### config.mk
export PLATFORM = sky130hd
export DESIGN_NAME = pid_cell
export DESIGN_NICKNAME = d
export VERILOG_FILES = /design/src/design/pid_pkg.sv /design/src/design/pid_cell.sv
export SDC_FILE = /design/constraint.sdc
export NUM_CORES = 1
export LEC_CHECK = 0
export ABC_AREA = 1
export BUFFER_PORTS_ARGS = -buffer_cell sky130_fd_sc_hd__buf_2
export CORE_MARGIN = 3
export CORE_UTILIZATION = 44
export DETAILED_ROUTE_END_ITERATION = 8
export GPL_TIMING_DRIVEN = 0
export PLACE_DENSITY_LB_ADDON = 0.12
export RECOVER_POWER = 100
export SLEW_MARGIN = 25
export SYNTH_ARGS = -nofsm -noshare
export SYNTH_HDL_FRONTEND = slang
export SYNTH_SLANG_ARGS = --single-unit
### constraint.sdc
create_clock -name clock -period 4.14 [get_ports clock]
set_input_delay 0.207 -clock clock [delete_from_list [all_inputs] [get_ports clock]]
set_output_delay 0.207 -clock clock [all_outputs]
set_load 0.05 [all_outputs]
### src/design/pid_pkg.sv
`timescale 1ns / 1ps
`default_nettype none

package pid_pkg;

   localparam int OPCODE_W = 3;
   localparam int POSITION_W = 8;
   localparam int VALUE_W = 32;
   localparam int STATUS_W = 3;
   localparam int FOUND_W = 7;
   localparam int COUNT_OUT_W = 8;
   localparam int GROUP_SIZE = 8;

   localparam logic [OPCODE_W-1:0] OP_CLEAR  = 3'd0;
   localparam logic [OPCODE_W-1:0] OP_INSERT = 3'd1;
   localparam logic [OPCODE_W-1:0] OP_DELETE = 3'd2;
   localparam logic [OPCODE_W-1:0] OP_SEARCH = 3'd3;
   localparam logic [OPCODE_W-1:0] OP_READ   = 3'd4;

   localparam logic [STATUS_W-1:0] STAT_OK       = 3'd0;
   localparam logic [STATUS_W-1:0] STAT_FULL     = 3'd1;
   localparam logic [STATUS_W-1:0] STAT_EMPTY    = 3'd2;
   localparam logic [STATUS_W-1:0] STAT_BADPOS   = 3'd3;
   localparam logic [STATUS_W-1:0] STAT_NOTFOUND = 3'd4;
   localparam logic [STATUS_W-1:0] STAT_APPENDED = 3'd5;

   typedef struct packed {
      logic shift_up;     // insert: cells at and above pos move up
      logic shift_down;   // delete: cells at and above pos take their upper neighbor
      logic load_cmp;     // search: every cell latches its key compare
   } pid_cell_ctrl_type;

endpackage

`default_nettype wire

### src/design/pid_cell.sv
`timescale 1ns / 1ps
`default_nettype none

module pid_cell #(
   parameter int POS_W = 8
) (
   input  logic                                clock,
   input  pid_pkg::pid_cell_ctrl_type          ctrl,
   input  logic [POS_W-1:0]                    pos,
   input  logic [POS_W-1:0]                    idx,
   input  logic signed [pid_pkg::VALUE_W-1:0]  key,
   input  logic signed [pid_pkg::VALUE_W-1:0]  left_val,
   input  logic signed [pid_pkg::VALUE_W-1:0]  right_val,
   output logic signed [pid_pkg::VALUE_W-1:0]  val,
   output logic                                match
);
   import pid_pkg::*;

   logic signed [VALUE_W-1:0] val_ff;
   logic                      match_ff;

   always_ff @(posedge clock) begin
      if (ctrl.shift_up) begin
         if (idx == pos) begin
            val_ff <= key;
         end else if (idx > pos) begin
            val_ff <= left_val;
         end
      end else if (ctrl.shift_down) begin
         if (idx >= pos) begin
            val_ff <= right_val;
         end
      end
      if (ctrl.load_cmp) begin
         match_ff <= (val_ff == key);
      end
   end

   assign val = val_ff;
   assign match = match_ff;

endmodule

`default_nettype wire

==> run_results.csv <==
group,metric,value,unit
power,pwr-share-seq,0.391,
worst_setup_path,start_kind,"input port",
logic_synthesis,synth-main-ff-cell,"edfxtp_1",
grt,antenna_found_initial,0,
worst_setup_path,critPathKind,"in -> reg",
logic_synthesis,synth_edf_count,33,
timing,fin_crit_sh,0.611,
status,outcome,"finished clean",
layout,drive_above_1_share,0.242,
worst_setup_path,reg2reg_from,"val[9]",
placement,dp.final_hpwl,5750,um
power,power.density,351,nW/um2
clock_tree,path_clk_slew,0.06,ns
timing,finClkSkew,0.00780,ns
layout,syn_to_final_growth,34.5,%
worst_hold_path,hp-class,"in -> reg",
logic_synthesis,synth_area_leaders,"edfxtp_1 40%, nand2_1 22%, nor2_1 12%, inv_1 8.1%, a31oi_1 8.0%",
timing,setup_violations,0,
floorplanning,dieArea,6640,um2
floorplanning,coreArea,5300,um2
timing,worst_pin_slew,0.962,ns
worst_setup_path,required,4.05,ns
worst_setup_path,r2r.worst_path.cells,7,
logic_synthesis,synth_common_cells,"144 x nand2_1, 78 x nor2_1, 54 x inv_1",
worst_hold_path,worstHoldStart,"ctrl[0]",
timing,setup_tns,0,ns
route,routed_wl,7180,um
worst_hold_path,hold_depth,1,
clock_tree,hold_buffers,0,
clock_tree,cts-resized-gates,0,
power,intPower,0.000724,W
route,ant_nets,0,
grt,grt_use_total,0.216,
route,wl_per_cell,11.9,um
layout,diodes,0,
grt,grt_max_degree,18,
route,vias_per_cell,4.79,
logic_synthesis,syn-instance-count,378,
timing,hold_violations,0,
clock_tree,cts_tree,"yes",
route,vias,2893,
floorplanning,rows,26,
clock_tree,cts_sinks,33,
worst_setup_path,cp_max_fo,17,
clock_tree,cts_max_level,2,
floorplanning,pin_count,149,
placement,port_buffers,147,
power,p_switching,0.000460,W
floorplanning,initial_utilization,0.473,
worst_setup_path,crit_path_end_kind,"register",
logic_synthesis,synth_area,2510,um2
worst_setup_path,startpoint,"pos[7]",
route,drt-initial-drc-count,114,
logic_synthesis,async_reset_ff_frac,0,
clock_tree,cts_buffer_depth,2,
layout,ff_latch_area,991,um2
worst_setup_path,rrSetupSlack,2.99,ns
layout,nets,657,
timing,relSlewSlack,0.359,
grt,grt_pass1_wl,11100,um
logic_synthesis,yosys.area.top_type,"edfxtp_1",
power,ir_drop,0.213,mV
timing,fmax,395,MHz
timing,min_period,2.53,ns
logic_synthesis,ys_seq_area_frac,0.395,
layout,multi_input_area,1220,um2
route,drtPass1Iterations,4,
power,combinationalPowerShare,0.358,
placement,placed_cell_area,3370,um2
logic_synthesis,synth_top_area_frac,0.395,
logic_synthesis,ys_seq_elements,33,
worst_setup_path,worst_ep_arrival_time,2.44,ns
power,power_frac_clock,0.251,
layout,stdcell_area,3370,um2
power,leakagePower,1.80,nW
layout,fill_cells,511,
clock_tree,cts_root_buffer,"clkbuf_8",
grt,grt.overflow.total,0,
logic_synthesis,syn_avg_cell_area,6.64,um2
clock_tree,post-cts-setup-buffers,0,
logic_synthesis,synthesis.nets,502,
logic_synthesis,synth_warnings,0,
route,drc,0,
floorplanning,fp.dieH,81.5,um
grt,grt_pass1_vias,2541,
timing,drv_slew,0,
logic_synthesis,synthDistinctLibCells,18,
clock_tree,clk_latency,0.29,ns
timing,rsz0062_at_grt,"no",
power,swShare,0.389,
placement,gp_congestion,0.811,
floorplanning,die_w,81.5,um
clock_tree,numCtsBuffers,5,
flow_run,drv_cap,0,
logic_synthesis,yosysMostFrequentCell,"nand2_1",
## placed cells by master (no fill, tap or decap)
| cell type | count |
|---|---|
| o21ai_0 | 1 |
| nand2_2 | 1 |
| edfxtp_1 | 33 |
| nor2_1 | 79 |
| buf_2 | 119 |
| nand2_1 | 145 |
| clkbuf_8 | 5 |
| ha_1 | 8 |
| inv_1 | 54 |
| clkbuf_1 | 43 |
| clkinv_1 | 3 |
| bufinv_16 | 1 |
| nor2_2 | 1 |
| a21oi_1 | 4 |
| clkinvlp_2 | 1 |
| a31oi_1 | 32 |
| a21oi_4 | 1 |
| xor2_1 | 3 |
## per-layer routing
layer  vias up  part of all wire  routed length, um  track usage
li1       1486                 -                  -            -
met5         -                 0                  0            0
met2       111              0.50               3580        0.389
met3         5             0.096                691       0.0669
met1      1291              0.40               2850        0.251
met4         0            0.0074                 53       0.0439
## cell families (layout without fill, tap and decap cells)
kind of cell	count (synthesis)	after routing	synth area share
AOI/OAI and AO/OA	38	38	0.0918
xor gates and xnor gates	3	3	0.0105
adders and majority gates	8	8	0.0399
buffers and inverters	70	226	0.117
DFF	33	33	0.395
and+or+nand+nor	226	226	0.346
## through the flow
step	setup slack [ns]	total power (W)	hold slack [ns]	util	std cells
floorplan	1.21	0.000768	0.319	-	378
global placement	0.266	0.000898	0.406	0.628	595
detailed placement	2.00	0.000916	0.411	0.636	596
CTS	2.30	0.00121	0.120	0.656	604
global route	1.36	0.00125	0.118	0.636	604
finish	1.61	0.00118	0.124	0.636	604
## power groups by stage
stage	Combinational (W)	Sequential (W)	Clock (W)
finish	0.000424	0.000463	0.000298
global placement	0.000431	0.000467	0
global route	0.000462	0.000470	0.000319
CTS	0.000449	0.000462	0.000302
floorplan	0.000133	0.000635	0
detailed placement	0.000448	0.000469	0
## worst paths after layout
path	to
worst max-delay path	val[13]
worst min-delay path	match
worst max register to register	match
worst min register to register	match
## critical path, cell delays in order
cell and delay (ns):
buf_2 0.07, inv_1 0.03, ha_1 0.29, nand2_2 0.05, nor2_1 0.14, nand2_1 0.19, nand2_1 0.10, nor2_1 0.07
a21oi_4 0.49, clkbuf_1 0.78
## layout make-up
class                   count  area share
multi-input cells         275       0.362
plain buffers              13      0.0163
inverters                  57      0.0638
flip-flops and latches     33       0.294
well taps                  70      0.0260
clock buffers               6      0.0215
clock inverters             2      0.0100
repair buffers            148       0.207
## flip-flops by register name, indices dropped and copies added (netlist names)
signal	cells
val	32
match	1
(Power assumes the default switching activity.)
